File: src/rtl/core/bpfc_pkg.sv
// bpfc_pkg: shared types and constants for the bgra8 pixel format converter
// no dependencies; used by the csr interface and imported by every module of the block
package bpfc_pkg;

   localparam int FMT_W = 2;

   // output format codes, as written to the format register
   typedef enum logic [FMT_W-1:0] {
      FMT_BGRA8   = 2'd0,
      FMT_RGBA8   = 2'd1,
      FMT_RGB10A2 = 2'd2,
      FMT_RGBA16F = 2'd3
   } fmt_type;

   localparam logic [7:0]  ALPHA_8BIT  = 8'hFF;
   localparam logic [1:0]  ALPHA_2BIT  = 2'b11;
   localparam logic [15:0] HALF_ONE    = 16'h3C00;
   // half exponent field for a channel whose top set bit is bit 0 (e = -6, bias 15)
   localparam logic [4:0]  HALF_EXP_LO = 5'd9;

   // one channel after leading-one classification
   typedef struct packed {
      logic       zero;
      logic [2:0] pos;
      logic [7:0] mant;
      logic [7:0] raw;
   } chan_norm_type;

   // one classified request as it waits between front and back
   typedef struct packed {
      chan_norm_type blue;
      chan_norm_type green;
      chan_norm_type red;
      logic          last_pixel;
      fmt_type       fmt;
   } work_type;

endpackage

File: src/rtl/core/bpfc_ifs.sv
// bpfc_ifs: valid/ready channel interfaces for request, response and csr write
// depends on bpfc_pkg for the format width
interface bpfc_req_if;
   logic       valid;
   logic       ready;
   logic [7:0] blue;
   logic [7:0] green;
   logic [7:0] red;
   logic       last_pixel;
   modport source (output valid, blue, green, red, last_pixel, input ready);
   modport sink (input valid, blue, green, red, last_pixel, output ready);
endinterface

interface bpfc_rsp_if;
   logic        valid;
   logic        ready;
   logic [63:0] pixel_word;
   logic        eight_bytes;
   logic        last_out;
   modport source (output valid, pixel_word, eight_bytes, last_out, input ready);
   modport sink (input valid, pixel_word, eight_bytes, last_out, output ready);
endinterface

interface bpfc_csr_if;
   logic                        valid;
   logic                        ready;
   logic [bpfc_pkg::FMT_W-1:0]  data;
   modport source (output valid, data, input ready);
   modport sink (input valid, data, output ready);
endinterface

File: src/rtl/core/bpfc_front.sv
// bpfc_front: accepts requests, finds each channel's leading one and tags the format
// depends on bpfc_pkg and bpfc_req_if
module bpfc_front (
   input  logic              clock,
   input  logic              reset,
   bpfc_req_if.sink          req_ch,
   input  bpfc_pkg::fmt_type fmt,
   output bpfc_pkg::work_type q_data,
   output logic              q_valid,
   input  logic              q_ready
);
   import bpfc_pkg::*;

   logic     valid_ff;
   logic     valid_in;
   work_type data_ff;
   work_type data_in;
   logic     take;

   // leading-one position and left-aligned mantissa of one channel
   function automatic chan_norm_type normalize(input logic [7:0] c);
      chan_norm_type n;
      n.zero = (c == 8'd0);
      n.pos  = 3'd0;
      for (int i = 0; i < 8; i++) begin
         if (c[i]) n.pos = 3'(i);
      end
      n.mant = c << (3'd7 - n.pos);
      n.raw  = c;
      return n;
   endfunction

   // stage register opens when empty or when the queue takes its item
   assign req_ch.ready = !valid_ff || q_ready;
   assign take         = req_ch.valid && req_ch.ready;

   always_comb begin
      data_in            = data_ff;
      valid_in           = valid_ff;
      if (take) begin
         data_in.blue       = normalize(req_ch.blue);
         data_in.green      = normalize(req_ch.green);
         data_in.red        = normalize(req_ch.red);
         data_in.last_pixel = req_ch.last_pixel;
         data_in.fmt        = fmt;
         valid_in           = 1'b1;
      end else if (q_ready) begin
         valid_in = 1'b0;
      end
   end

   always_ff @(posedge clock) begin
      if (reset) begin
         valid_ff <= 1'b0;
      end else begin
         valid_ff <= valid_in;
      end
   end

   always_ff @(posedge clock) begin
      data_ff <= data_in;
   end

   assign q_data  = data_ff;
   assign q_valid = valid_ff;

`ifndef SYNTHESIS
   // a nonzero red channel is left-aligned
   a_mant_aligned: assert property (@(posedge clock) disable iff (reset)
      valid_ff && !data_ff.red.zero |-> data_ff.red.mant[7])
      else $error("front: red mantissa not aligned");
   // blue zero flag agrees with the raw byte
   a_zero_flag: assert property (@(posedge clock) disable iff (reset)
      valid_ff |-> (data_ff.blue.zero == (data_ff.blue.raw == 8'd0)))
      else $error("front: blue zero flag wrong");
   // an accepted request shows up in the stage next cycle
   a_take_loads: assert property (@(posedge clock) disable iff (reset)
      take |=> valid_ff && (data_ff.last_pixel == $past(req_ch.last_pixel)))
      else $error("front: accepted request not loaded");
`endif

endmodule

File: src/rtl/core/bpfc_queue.sv
// bpfc_queue: short fifo of classified requests between front and back
// depends on bpfc_pkg for the entry type
module bpfc_queue #(
   parameter int DEPTH = 2
) (
   input  logic               clock,
   input  logic               reset,
   input  bpfc_pkg::work_type push_data,
   input  logic               push_valid,
   output logic               push_ready,
   output bpfc_pkg::work_type pop_data,
   output logic               pop_valid,
   input  logic               pop_ready
);
   import bpfc_pkg::*;

   localparam int PTR_W = $clog2(DEPTH);
   localparam int CNT_W = $clog2(DEPTH + 1);

   work_type         slot_ff [DEPTH];
   logic [PTR_W-1:0] wr_ptr_ff;
   logic [PTR_W-1:0] wr_ptr_in;
   logic [PTR_W-1:0] rd_ptr_ff;
   logic [PTR_W-1:0] rd_ptr_in;
   logic [CNT_W-1:0] count_ff;
   logic [CNT_W-1:0] count_in;
   logic             push;
   logic             pop;

   assign push_ready = (count_ff != CNT_W'(DEPTH));
   assign pop_valid  = (count_ff != '0);
   assign push       = push_valid && push_ready;
   assign pop        = pop_valid && pop_ready;
   assign pop_data   = slot_ff[rd_ptr_ff];

   // pointer wrap and fill count
   always_comb begin
      wr_ptr_in = wr_ptr_ff;
      rd_ptr_in = rd_ptr_ff;
      count_in  = count_ff;
      if (push) begin
         wr_ptr_in = (wr_ptr_ff == PTR_W'(DEPTH - 1)) ? '0 : wr_ptr_ff + 1'b1;
      end
      if (pop) begin
         rd_ptr_in = (rd_ptr_ff == PTR_W'(DEPTH - 1)) ? '0 : rd_ptr_ff + 1'b1;
      end
      if (push && !pop) begin
         count_in = count_ff + 1'b1;
      end else if (pop && !push) begin
         count_in = count_ff - 1'b1;
      end
   end

   always_ff @(posedge clock) begin
      if (reset) begin
         wr_ptr_ff <= '0;
         rd_ptr_ff <= '0;
         count_ff  <= '0;
      end else begin
         wr_ptr_ff <= wr_ptr_in;
         rd_ptr_ff <= rd_ptr_in;
         count_ff  <= count_in;
      end
   end

   // entry storage
   always_ff @(posedge clock) begin
      if (push) begin
         slot_ff[wr_ptr_ff] <= push_data;
      end
   end

`ifndef SYNTHESIS
   // a request held off by a full queue stays offered and unchanged
   a_no_overflow: assert property (@(posedge clock) disable iff (reset)
      push_valid && !push_ready |=> push_valid && $stable(push_data))
      else $error("queue: held request dropped or changed");
   // count moves by one on a lone push
   a_count_up: assert property (@(posedge clock) disable iff (reset)
      push && !pop |=> count_ff == $past(count_ff) + 1'b1)
      else $error("queue: count did not rise");
   // pointers agree with the count when empty
   a_empty_ptrs: assert property (@(posedge clock) disable iff (reset)
      count_ff == '0 |-> wr_ptr_ff == rd_ptr_ff)
      else $error("queue: pointers differ while empty");
`endif

endmodule

File: src/rtl/core/bpfc_back.sv
// bpfc_back: converts a classified request to the packed word, with output register
// depends on bpfc_pkg and bpfc_rsp_if
module bpfc_back (
   input  logic               clock,
   input  logic               reset,
   input  bpfc_pkg::work_type work,
   input  logic               work_valid,
   output logic               work_ready,
   bpfc_rsp_if.source         rsp_ch
);
   import bpfc_pkg::*;

   logic        valid_ff;
   logic        valid_in;
   logic [63:0] word_ff;
   logic [63:0] word_in;
   logic        eight_ff;
   logic        eight_in;
   logic        last_ff;
   logic        last_in;
   logic        load;

   // 8 bit channel to 10 bits by replicating the top bits
   function automatic logic [9:0] widen10(input logic [7:0] c);
      return {c, c[7:6]};
   endfunction

   // half of 4c/255 from the aligned mantissa m: s = 8m + floor(8m/255)
   function automatic logic [15:0] to_half(input chan_norm_type n);
      logic [10:0] y;
      logic [11:0] t;
      logic [11:0] s;
      logic [4:0]  ex;
      logic [9:0]  frac;
      y = {n.mant, 3'b000};
      t = {1'b0, y} + 12'(y[10:8]) + 12'd1;
      s = {1'b0, y} + 12'(t[11:8]);
      if (s[11]) begin
         // only a full-scale channel lands on exactly 4.0
         ex   = 5'(n.pos) + HALF_EXP_LO + 5'd1;
         frac = '0;
      end else begin
         ex   = 5'(n.pos) + HALF_EXP_LO;
         frac = s[9:0];
      end
      if (n.zero) begin
         return 16'h0000;
      end
      return {1'b0, ex, frac};
   endfunction

   assign work_ready = !valid_ff || rsp_ch.ready;
   assign load       = work_valid && work_ready;

   // pack the destination word per format
   always_comb begin
      word_in  = word_ff;
      eight_in = eight_ff;
      last_in  = last_ff;
      valid_in = valid_ff;
      if (load) begin
         valid_in = 1'b1;
         last_in  = work.last_pixel;
         eight_in = 1'b0;
         case (work.fmt)
            FMT_BGRA8: begin
               word_in = {32'd0, ALPHA_8BIT, work.red.raw, work.green.raw, work.blue.raw};
            end
            FMT_RGBA8: begin
               word_in = {32'd0, ALPHA_8BIT, work.blue.raw, work.green.raw, work.red.raw};
            end
            FMT_RGB10A2: begin
               word_in = {32'd0, ALPHA_2BIT, widen10(work.blue.raw),
                          widen10(work.green.raw), widen10(work.red.raw)};
            end
            FMT_RGBA16F: begin
               word_in  = {HALF_ONE, to_half(work.blue), to_half(work.green),
                           to_half(work.red)};
               eight_in = 1'b1;
            end
            default: begin
               word_in = '0;
            end
         endcase
      end else if (rsp_ch.ready) begin
         valid_in = 1'b0;
      end
   end

   always_ff @(posedge clock) begin
      if (reset) begin
         valid_ff <= 1'b0;
      end else begin
         valid_ff <= valid_in;
      end
   end

   always_ff @(posedge clock) begin
      word_ff  <= word_in;
      eight_ff <= eight_in;
      last_ff  <= last_in;
   end

   assign rsp_ch.valid       = valid_ff;
   assign rsp_ch.pixel_word  = word_ff;
   assign rsp_ch.eight_bytes = eight_ff;
   assign rsp_ch.last_out    = last_ff;

`ifndef SYNTHESIS
   // 4-byte words keep the upper half clear
   a_upper_clear: assert property (@(posedge clock) disable iff (reset)
      valid_ff && !eight_ff |-> word_ff[63:32] == 32'd0)
      else $error("back: upper half set for 4-byte format");
   // half-float words carry alpha 1.0
   a_half_alpha: assert property (@(posedge clock) disable iff (reset)
      valid_ff && eight_ff |-> word_ff[63:48] == HALF_ONE)
      else $error("back: half-float alpha wrong");
   // a loaded item is presented next cycle
   a_load_shows: assert property (@(posedge clock) disable iff (reset)
      load |=> valid_ff && last_ff == $past(work.last_pixel))
      else $error("back: loaded item not presented");
`endif

endmodule

File: src/rtl/core/bgra8_pixel_format_converter.sv
// bgra8_pixel_format_converter: top level, holds the format register and the stages
// depends on bpfc_pkg, bpfc_ifs, bpfc_front, bpfc_queue, bpfc_back
//
//   channel   dir   handshake        payload
//   req_ch    in    valid / ready    blue, green, red, last_pixel
//   rsp_ch    out   valid / ready    pixel_word, eight_bytes, last_out
//   csr_ch    in    valid / ready    data = output format (always ready)
//
// one request per clock sustained while rsp_ch.ready stays high; each request passes
// the front stage, a queue entry and the output register, in that order.
// reset is synchronous and active high; it empties all stages and sets the
// format to BGRA8.
// a stalled response holds the output register; the queue absorbs requests
// in flight until it fills, then req_ch.ready drops.
module bgra8_pixel_format_converter #(
   parameter int QUEUE_DEPTH = 2
) (
   input  logic       clock,
   input  logic       reset,
   bpfc_req_if.sink   req_ch,
   bpfc_rsp_if.source rsp_ch,
   bpfc_csr_if.sink   csr_ch
);
   import bpfc_pkg::*;

   fmt_type  fmt_ff;
   fmt_type  fmt_in;
   work_type front_data;
   work_type back_data;
   logic     front_valid;
   logic     front_ready;
   logic     back_valid;
   logic     back_ready;

   // format register
   assign csr_ch.ready = 1'b1;
   assign fmt_in       = (csr_ch.valid) ? fmt_type'(csr_ch.data) : fmt_ff;

   always_ff @(posedge clock) begin
      if (reset) begin
         fmt_ff <= FMT_BGRA8;
      end else begin
         fmt_ff <= fmt_in;
      end
   end

   // front: accept and classify
   bpfc_front u_front (
      .clock   (clock),
      .reset   (reset),
      .req_ch  (req_ch),
      .fmt     (fmt_ff),
      .q_data  (front_data),
      .q_valid (front_valid),
      .q_ready (front_ready)
   );

   // queue between front and back
   bpfc_queue #(
      .DEPTH (QUEUE_DEPTH)
   ) u_queue (
      .clock      (clock),
      .reset      (reset),
      .push_data  (front_data),
      .push_valid (front_valid),
      .push_ready (front_ready),
      .pop_data   (back_data),
      .pop_valid  (back_valid),
      .pop_ready  (back_ready)
   );

   // back: convert and present
   bpfc_back u_back (
      .clock      (clock),
      .reset      (reset),
      .work       (back_data),
      .work_valid (back_valid),
      .work_ready (back_ready),
      .rsp_ch     (rsp_ch)
   );

`ifndef SYNTHESIS
   // a csr write lands in the format register
   a_csr_write: assert property (@(posedge clock) disable iff (reset)
      csr_ch.valid |=> fmt_ff == $past(csr_ch.data))
      else $error("top: format write lost");
   // the format register only moves on a write
   a_fmt_hold: assert property (@(posedge clock) disable iff (reset)
      !csr_ch.valid |=> $stable(fmt_ff))
      else $error("top: format changed without write");
   // nothing can reach the output right after reset
   a_reset_empty: assert property (@(posedge clock)
      reset |=> !rsp_ch.valid)
      else $error("top: response valid after reset");
`endif

endmodule

File: src/flat_wrapper.sv
// flat-port wrapper written by rule: the top's interface ports become plain ports
module bgra8_pixel_format_converter_flat import bpfc_pkg::*;
#(
   parameter int QUEUE_DEPTH = 2
)
  (clock, reset, req_ch_valid, req_ch_blue, req_ch_green, req_ch_red, req_ch_last_pixel, req_ch_ready, rsp_ch_valid, rsp_ch_pixel_word, rsp_ch_eight_bytes, rsp_ch_last_out, rsp_ch_ready, csr_ch_valid, csr_ch_data, csr_ch_ready);
  bpfc_req_if req_ch_i ();
  bpfc_rsp_if rsp_ch_i ();
  bpfc_csr_if csr_ch_i ();
  input  logic clock;
  input  logic reset;
  input wire logic [$bits(req_ch_i.valid)-1:0] req_ch_valid;
  input wire logic [$bits(req_ch_i.blue)-1:0] req_ch_blue;
  input wire logic [$bits(req_ch_i.green)-1:0] req_ch_green;
  input wire logic [$bits(req_ch_i.red)-1:0] req_ch_red;
  input wire logic [$bits(req_ch_i.last_pixel)-1:0] req_ch_last_pixel;
  output wire logic [$bits(req_ch_i.ready)-1:0] req_ch_ready;
  output wire logic [$bits(rsp_ch_i.valid)-1:0] rsp_ch_valid;
  output wire logic [$bits(rsp_ch_i.pixel_word)-1:0] rsp_ch_pixel_word;
  output wire logic [$bits(rsp_ch_i.eight_bytes)-1:0] rsp_ch_eight_bytes;
  output wire logic [$bits(rsp_ch_i.last_out)-1:0] rsp_ch_last_out;
  input wire logic [$bits(rsp_ch_i.ready)-1:0] rsp_ch_ready;
  input wire logic [$bits(csr_ch_i.valid)-1:0] csr_ch_valid;
  input wire logic [$bits(csr_ch_i.data)-1:0] csr_ch_data;
  output wire logic [$bits(csr_ch_i.ready)-1:0] csr_ch_ready;
  assign req_ch_i.valid = req_ch_valid;
  assign req_ch_i.blue = req_ch_blue;
  assign req_ch_i.green = req_ch_green;
  assign req_ch_i.red = req_ch_red;
  assign req_ch_i.last_pixel = req_ch_last_pixel;
  assign req_ch_ready = req_ch_i.ready;
  assign rsp_ch_valid = rsp_ch_i.valid;
  assign rsp_ch_pixel_word = rsp_ch_i.pixel_word;
  assign rsp_ch_eight_bytes = rsp_ch_i.eight_bytes;
  assign rsp_ch_last_out = rsp_ch_i.last_out;
  assign rsp_ch_i.ready = rsp_ch_ready;
  assign csr_ch_i.valid = csr_ch_valid;
  assign csr_ch_i.data = csr_ch_data;
  assign csr_ch_ready = csr_ch_i.ready;
  bgra8_pixel_format_converter #(.QUEUE_DEPTH(QUEUE_DEPTH)) u_core (.clock(clock), .reset(reset), .req_ch(req_ch_i), .rsp_ch(rsp_ch_i), .csr_ch(csr_ch_i));
endmodule
File: config.mk
export PLATFORM = sky130hd
export DESIGN_NAME = bgra8_pixel_format_converter_flat
export DESIGN_NICKNAME = d
export VERILOG_FILES = /design/src/rtl/core/bpfc_pkg.sv /design/src/rtl/core/bpfc_ifs.sv /design/src/rtl/core/bpfc_front.sv /design/src/rtl/core/bpfc_queue.sv /design/src/rtl/core/bpfc_back.sv /design/src/rtl/core/bgra8_pixel_format_converter.sv /design/src/flat_wrapper.sv
export SDC_FILE = /design/constraint.sdc
export NUM_CORES = 1
export LEC_CHECK = 0
export BUFFER_PORTS_ARGS = -buffer_cell sky130_fd_sc_hd__buf_2
export CORE_MARGIN = 2
export CORE_UTILIZATION = 35
export CTS_CLUSTER_DIAMETER = 60
export DETAILED_ROUTE_END_ITERATION = 10
export PLACE_DENSITY = 0.59
export SYNTH_ARGS = -nofsm -noshare
export SYNTH_HDL_FRONTEND = slang
export SYNTH_SLANG_ARGS = --single-unit
File: constraint.sdc
create_clock -name clock -period 4.8 [get_ports clock]
set_clock_uncertainty 0.15 [all_clocks]
set_input_delay 0.48 -clock clock [delete_from_list [all_inputs] [get_ports clock]]
set_output_delay 0.48 -clock clock [all_outputs]
set_load 0.1 [all_outputs]
# After elaboration in Yosys (flattened, before gate mapping)
# Memory sizes are Yosys's and may differ from the RTL's. A register that Yosys moved wholly into a read port is not among the register bits.
# Cells that the tools add are included.
[op_classes]
addsub = 22
n_eq_ne = 4
shifts = 3
muxes = 59
reduce_logical = 19
[op_table]
columns = ["cell", "count"]
rows = [
  ["$pmux 64 s4", 1],
  ["$mux 16", 6],
  ["$mux 3", 21],
  ["$add 11x3->12", 3],
  ["$add 11x4->12", 3],
  ["$add 12x1->12 const B", 3],
  ["$mux 10", 3],
  ["$logic_not 8->1", 3],
  ["$shl 8x3->8", 3],
  ["$mux 1", 23],
  ["$add 3x4->5 const B", 3],
  ["$add 5x1->5 const B", 3],
  ["$mux 5", 3],
  ["$sub 3x3->3 const A", 3],
  ["$reduce_bool 2->1", 4],
  ["$logic_and 1x1->1", 5],
  ["$eq 2x2->1 const B", 2],
  ["$logic_not 1->1", 4],
  ["$mux 2", 2],
  ["$add 1x1->1 const B", 2],
  ["$add 2x1->2 const B", 1],
  ["$eq 2x1->1 const B", 1],
  ["$logic_not 2->1", 1],
  ["$logic_or 1x1->1", 2],
  ["other kinds (2)", 2],
]
[totals]
regBits = 137
ramBits = 126
in_bits = 32
out_inout_bits = 69
wordCells = 131
memories = 1
[memory_table]
columns = ["name", "words", "word_bits", "read_ports", "rd_clocked_by_memory_dff", "wr", "line", "source"]
rows = [
  ["u_core.u_queue.slot_ff", 2, 63, 1, 1, 1, "bpfc_queue.sv:20", "work_type slot_ff [DEPTH];"],
]

# Depth between registers and ports, before layout
# Gate-level depths: netlist of the first run.
[depth]
ltp_word = 10
mapped_depth = 13
ltp_nobuf = 10

# Modules after synthesis
# Synthesis of the first run repeated with hierarchy kept, for this count alone.
[hier_totals]
hier_cells = 775
area_unflattened_um2 = 11024.3
[modules_own_cells]
columns = ["mod", "instances", "cells_per_inst", "area_each_um2"]
rows = [
  ["bpfc_queue", 1, 220, 4765.8],
  ["bpfc_back", 1, 318, 3300.7],
  ["bpfc_front", 1, 229, 2879.0],
  ["bgra8_pixel_format_converter", 1, 8, 78.8],
]

# Worst setup path after synthesis of the first run
# No wires, ideal clock.
[synth_path]
path_kind = "register to register"
start = "register u_core.u_queue.count_ff[0]"
end = "memory u_core.u_queue.slot_ff[0][0] (netlist bit) (enable)"
setup_time_ns = 0.484
arrival_ns = 3.250
path_slack_ns = 0.916
path_stages_with_launch = 4
synth_period_minus_slack_ns = 3.884
path_cell_list = "dfxtp_1 nand2b_1 nand2_1 nor2_1"
[synth_via]
elab_chain_len = 4
[synth_rtl]
columns = ["item", "line", "source"]
rows = [
  ["from (decl)", "bpfc_queue.sv:25", "logic [CNT_W-1:0] count_ff;"],
  ["from (signal assigned)", "bpfc_queue.sv:62", "count_ff <= count_in;"],
  ["$ne 2x2->1", "bpfc_queue.sv:30", "assign push_ready = (count_ff != CNT_W'(DEPTH));"],
  ["$logic_and 1x1->1", "bpfc_queue.sv:32", "assign push = push_valid && push_ready;"],
  ["$mux 1", "bpfc_queue.sv:68", "if (push) begin"],
  ["$mux 1 (implied by the code)", "bpfc_queue.sv:69", "slot_ff[wr_ptr_ff] <= push_data;"],
  ["to (decl)", "bpfc_queue.sv:20", ""],
]
# Every way passes these cells.

==> reports/results.txt, run 1 <==
Outcome -> complete, no violations
Ant diodes -> 0
Area post-placement -> 11,900 um2
CTS tree -> built
Hold path cells -> 3
YS warnings -> 0
Die X -> 183 um
Leading area contributor after synthesis -> edfxtp_1
WL final -> 23.5 mm
H-tree depth -> 1
Post-Synthesis Cells -> 809
Std-Cell Rows -> 65
Max VDD drop -> 331 uV
CP cell instances -> nand4_1 > a22oi_4 > and2_1 > ha_1 > ha_1 > and2_1 > nand2_2 > nor4b_1 > o31ai_1
Cell-internal power -> 4.86 mW
Placer Congestion -> 0.862
Initial core utilization -> 35.4%
Grt ovf -> 0
Clock Sink Count -> 248
RSZ-0062 raised after global routing -> no
Most area-consuming cells after synthesis -> edfxtp_1 (64%), mux2i_1 (3.9%), ha_1 (2.5%), mux2_2 (2.3%), a21oi_1 (2.2%)
IO Count -> 101
Largest family of logic cells by synthesized area -> compound AO/OA/AOI/OAI gates
Dpl hpwl -> 16.5 mm
Yosys cell types -> 72
Utilization after layout -> 41.1%
Critical-path top delay cell -> dfxtp_4
Inserted Clock Buffers -> 30
Sequential-to-total area share from yosys stat -> 66.0%
Setup CP Type -> flip-flop to flip-flop
Fin cells -> 1,330
GRT Resource Usage Total -> 14.0%
Worst-path fanout max -> 72
Layout area overhead -> 16.1%
Worst setup margin -> 1.44 ns
# port buffers -> 86
PnR Total Power -> 8.34 mW
Worst reg2reg path depth -> 9
FF+latch count, synth -> 248
Worst slew margin -> 38.6%
Core area -> 31,500 um2
Post-synthesis xor/xnor area fraction -> 1.57%
Cell area after synthesis -> 11,200 um2
Crit path launch type -> flip-flop
Cell Pwr Density -> 644 nW/um2
Switch share -> 41.7%
Worst hold path type -> input port to flip-flop
Max Freq -> 298 MHz
Setup TNS -> 0 ns
Critical Path AT -> 3.48 ns
Post-synth top flop -> edfxtp_1
Max Cap Violations -> 0
Via-per-instance ratio -> 5.06
Global-route wire length before repair -> 36.5 mm
DRC -> 0
Part of the power in registers -> 37.1%
Ys async rst share -> 0%
Fin area -> 12,900 um2
Post-layout min period -> 3.36 ns
DRT iter0 DRCs -> 482
Count leader, synth -> edfxtp_1
Worst-skew pair later-pin latency -> 0.54 ns
Largest net degree at the start of global routing -> 73
Layout Nets -> 959
WHS -> 0.0261 ns
DIE AREA -> 33,300 um2
Synth Area in Adders -> 2.47%
Worst Tran Pin Value -> 0.922 ns
Clock Tree Buf Depth -> 3
Synth Area in Simple Gates -> 9.48%
Clock share of power -> 26.8%
Worst-path clk slew -> 0.06 ns
Chip Height -> 183 um
Root Driver -> clkbuf_16
Post-synthesis mux area share -> 6.79%
WL/cell -> 17.7 um
CP endpoint kind -> flip-flop
Layout cell share with drive strength beyond 1 -> 20.8%
Drt first pass iters -> 5
Vias -> 6,733
Lkg Pwr -> 4.66 nW
ANT nets after route -> 0
Top cell type's share of synthesized area -> 64.3%
Vias in the first global route -> 6,469
Final Setup Violations -> 0
Slew Limit Fails -> 0
Initial antenna violation count -> 0
Number of enable flip-flop cells after synthesis -> 239
Final hold violations -> 0
Comb pwr share -> 36.1%
Complex-gate fraction of the synthesized area -> 9.86%
Critical path required time -> 4.93 ns
Worst slack, placed -> 1.47 ns
Synth cell count leaders -> edfxtp_1 (239), nor2_1 (56), a21oi_1 (49)
Worst path max stage delay -> 0.88 ns
P_sw -> 3.48 mW
Final Cycle Share -> 69.9%
DP Cell Count -> 1,273
Synth Area per Inst -> 13.8 um2
-- cells by family (layout without fill, tap and decap cells) --
logic type / count (synthesis) / after routing
DFF: 248 / 248
xor gates and xnor gates: 20 / 20
muxes: 71 / 71
and+or+nand+nor: 204 / 204
AOI/OAI and AO/OA: 160 / 160
other: 2 / 14
adders and majority gates: 22 / 22
buffers and inverters: 82 / 189
-- what timing repair did --
| action | 4_1_cts | 5_1_grt |
|---|---|---|
| hold endpoints to repair | 2 | 0 |
| resized for setup | 0 | 0 |
| hold buffers | 2 | 0 |
| buffers inserted | 0 | 0 |
-- layer usage --
layer,vias to the layer above,global-route usage [%],wire [um]
met3,37,2.29,1070
met2,199,23.7,11400
met4,0,3.61,555
met1,3260,18.6,10500
li1,3237,-,-
met5,-,0,0
-- final cells by class --
class	count	area [um2]
multi-input cells	491	3430
fillers	2897	18500
repair buffers	96	510
flip-flops and latches	248	7360
clock inverters	22	220
inverters	38	143
well taps	402	503
clock buffers	33	783
-- power by group through the flow --
stage	sequential [mW]	clock (mW)	combinational (mW)
floorplan	4.30	0	1.28
global placement	3.14	0	3.01
detailed placement	3.15	0	3.02
CTS	3.11	2.28	3.03
global route	3.14	2.37	3.18
finish	3.10	2.23	3.01
-- final timing paths --
kind	startpoint	to	slack [ns]
min	csr_ch_data[1]	u_core.fmt_ff[1]	0.03
min reg2reg	u_core.u_front.q_data[23]	u_core.u_queue.slot_ff[1][23]	0.29
max reg2reg	flip-flop	u_core.u_back.rsp_ch.pixel_word[29]	1.44
max	flip-flop	u_core.u_back.rsp_ch.pixel_word[29]	1.44
-- state kept, by name, indices dropped and copies added (netlist names), named ones only --
| name | cells |
|---|---|
| u_core.u_queue.count_ff | 2 |
| u_core.u_back.rsp_ch.pixel_word | 48 |
| u_core.u_back.rsp_ch.eight_bytes | 1 |
| u_core.u_front.q_valid | 1 |
| u_core.u_front.q_data | 63 |
| u_core.u_queue.wr_ptr_ff | 1 |
| u_core.u_queue.slot_ff | 126 |
| u_core.u_queue.rd_ptr_ff | 1 |
| u_core.u_back.rsp_ch.valid | 1 |
| u_core.u_back.rsp_ch.last_out | 1 |
| u_core.fmt_ff | 2 |
-- critical path: cells and delay by family (launching register included) --
kind                       cells  cell delay, ns
and+or+nand+nor                5            1.19
DFF                            1            0.88
AOI/OAI and AO/OA              2            0.44
adders and majority gates      2            0.38
-- cells in the final DEF, fill, tap and decap left out, types with 5 or more instances in the layout --
master and count:
ha_1 22, o22ai_1 9, a21oi_1 49, inv_1 36, nand4_1 6, nor2b_1 15, nand3b_1 6, clkbuf_16 31
nand2_1 48, edfxtp_1 239, conb_1 14, nor3_1 7, nand3_1 17, xor2_1 8, mux2i_1 43, nand2b_1 13
o221ai_1 11, xnor2_1 12, a211oi_1 6, buf_2 86, o211ai_1 7, a22oi_1 6, and2_1 6, o21ai_1 8
dfxtp_1 8, nor2_1 55, o21ai_0 26, and3_1 5, clkinv_1 6, buf_4 8, mux2_2 23
No activity file was read; power rests on OpenSTA's default activity.
==> inputs of run 2 (changes only) <==
==> constraint.sdc (replaced) <==
create_clock -name clock -period 3.1 [get_ports clock]
set_clock_uncertainty 0.15 [all_clocks]
set_input_delay 0.31 -clock clock [delete_from_list [all_inputs] [get_ports clock]]
set_output_delay 0.31 -clock clock [all_outputs]
set_load 0.1 [all_outputs]
==> run 2 against run 1 <==
Design area is 2.7% higher. Sequential cell count stayed put. Combinational power is 65% higher. Register-to-register slack worse by 1.1 ns.
==> reports/results.txt, run 2 (synthesis gave the netlist of run 1 again) <==
Most common cell after layout, fill and taps aside -> edfxtp_1
Lkg Pwr -> 4.81 nW (+3.3%)
Worst slack, placed -> 0.177 ns (-1.29 ns)
WL final -> 23.3 mm (-0.66%)
Vias in the first global route -> 6,545 (+1.2%)
Post-layout min period -> 2.80 ns (-0.559 ns)
Final Setup Violations -> 0 (unchanged)
DRC -> 0 (unchanged)
DRT iter0 DRCs -> 455 (-5.6%)
Ant diodes -> 0 (unchanged)
Worst setup margin -> 0.303 ns (-1.14 ns)
Top delay family on crit path -> simple AND/OR/NAND/NOR gates
Worst-skew pair later-pin latency -> 0.53 ns (about the same)
Worst-path fanout max -> 19 (-74%)
Clock Tree Buf Depth -> 3 (unchanged)
Layout Nets -> 1,002 (+4.5%)
Worst hold path type -> input port to flip-flop
Multi-input logic area -> 3430 um2 (unchanged)
H-tree depth -> 1 (unchanged)
ANT nets after route -> 0 (unchanged)
WL/cell -> 17.0 um (-3.6%)
CTS tree -> built
Vias -> 6,808 (+1.1%)
Max VDD drop -> 546 uV (+65%)
Critical Path AT -> 3.04 ns (-0.44 ns)
Final hold violations -> 0 (unchanged)
Max Freq -> 358 MHz (+20%)
Setup CP Type -> flip-flop to flip-flop
Setup TNS -> 0 ns (unchanged)
CP cell instances -> buf_12 > nand3_1 > o21ai_1 > and4_1 > ha_1 > ha_1 > inv_1 > a221oi_4 > nand2_4 > mux2_4 > nor2_2
Initial core utilization -> 35.4% (unchanged)
R2R Setup Slk -> 0.30 ns (-1.14 ns)
# port buffers -> 86 (unchanged)
Highest-count cells in the layout ignoring fill and taps -> edfxtp_1 (239), buf_2 (86), nor2_1 (55)
Core area -> 31,500 um2 (unchanged)
Worst path most repeated cell -> ha_1
Fill cell count -> 2,863 (-1.2%)
Crit path launch type -> flip-flop
RSZ-0062 raised after global routing -> no
Drt first pass iters -> 5 (unchanged)
Post-CTS Resized -> 0 (unchanged)
IO Count -> 101 (unchanged)
Worst slew margin -> 60.8% (+22 points)
Dpl hpwl -> 16.2 mm (-1.7%)
Critical path buffer and inverter count -> 2 (+2)
Largest net degree at the start of global routing -> 64 (-12%)
Root Driver -> clkbuf_16
Initial antenna violation count -> 0 (unchanged)
Worst Tran Pin Value -> 0.588 ns (-0.334 ns)
Die X -> 183 um (unchanged)
Std-Cell Rows -> 65 (unchanged)
Max FFs per register -> 126 (unchanged)
Chip Height -> 183 um (unchanged)
DIE AREA -> 33,300 um2 (unchanged)
Layout cell share with drive strength beyond 1 -> 20.2% (-0.57 points)
WHS -> 0.0192 ns (-0.00686 ns)
Layout area overhead -> 19.2%
Worst path max stage delay -> 0.50 ns (-0.38 ns)
Grt ovf -> 0 (unchanged)
Clock Sink Count -> 248 (unchanged)
Inserted Clock Buffers -> 27 (-10%)
Largest Register -> u_core.u_queue.slot_ff
PnR Total Power -> 12.8 mW (+53%)
Final Cycle Share -> 90.2% (+20 points)
Global-route wire length before repair -> 36.4 mm (-0.17%)
Worst-path clk slew -> 0.06 ns (about the same)
Cell Pwr Density -> 960 nW/um2 (+49%)
GRT Resource Usage Total -> 13.9% (-0.078 points)
Placer Congestion -> 0.823 (-4.5%)
Via-per-instance ratio -> 4.97 (-1.9%)
Slew Limit Fails -> 0 (unchanged)
Register area -> 7360 um2 (unchanged)
CP endpoint kind -> flip-flop
Max Cap Violations -> 0 (unchanged)
Outcome -> complete, no violations
Critical-path top delay cell -> dfxtp_4
Critical path required time -> 3.35 ns (-1.58 ns)
[run 2: cell count changes in the layout (fill, tap and decap cells not counted), moves of 3 or more]
cell,before,now
dlygate4sd3_1,2,34
buf_12,0,4
clkbuf_1,2,8
clkinv_2,4,1
buf_4,8,17
clkbuf_16,31,27
[run 2: path summary, 6_finish.rpt]
path                             startpoint                             endpoint  cells after the start
setup / recovery                  flip-flop  u_core.u_back.rsp_ch.pixel_word[43]                     11
hold / removal                req_ch_red[7]            u_core.u_front.q_data[10]                      1
setup reg to reg                  flip-flop  u_core.u_back.rsp_ch.pixel_word[43]                     11
hold reg to reg   u_core.u_front.q_data[14]        u_core.u_queue.slot_ff[0][14]                      0
[run 2: worst register-to-register path: cells and delay by family, from the launching register on]
family / cells / cell delay, ns
simple gates: 4 / 0.59
flops: 1 / 0.50
compound gates: 2 / 0.47
fa+ha+maj: 2 / 0.36
mux: 1 / 0.33
buf+inv: 2 / 0.28
[run 2: what timing repair did]
action | 4_1_cts | 5_1_grt
hold endpoints to repair | 35 | 0
setup buffers | 0 | 1
endpoints found under the setup margin | 0 | 4
hold buffers | 34 | 0
[run 2: power by group]
part	internal [mW]	leakage [nW]	switching [mW]
registers	4.42	2.29	0.252
logic	1.16	2.11	3.79
clock network	1.88	0.413	1.26
[run 2: layout make-up]
cell class / instances / area share (%)
flip-flops and latches: 248 / 55.4
multi-input cells: 491 / 25.8
repair buffers: 142 / 7.44
clock buffers: 36 / 5.41
well taps: 402 / 3.78
clock inverters: 14 / 1.16
inverters: 38 / 1.07
[run 2: layer usage]
metal | routed length (um) | global-route usage, % | share of wire (%)
met5 | 0 | 0 | 0
met4 | 529 | 3.52 | 2.3
met3 | 1260 | 2.93 | 5.4
met2 | 10900 | 23.2 | 46
met1 | 10700 | 18.5 | 46
[run 2: metrics by stage]
step	cells	util, %	cell area (um2)
floorplan	821	-	11200
global placement	1286	38.4	12100
detailed placement	1286	38.4	12100
CTS	1370	42.2	13300
global route	1371	42.2	13300
finish	1371	42.2	13300
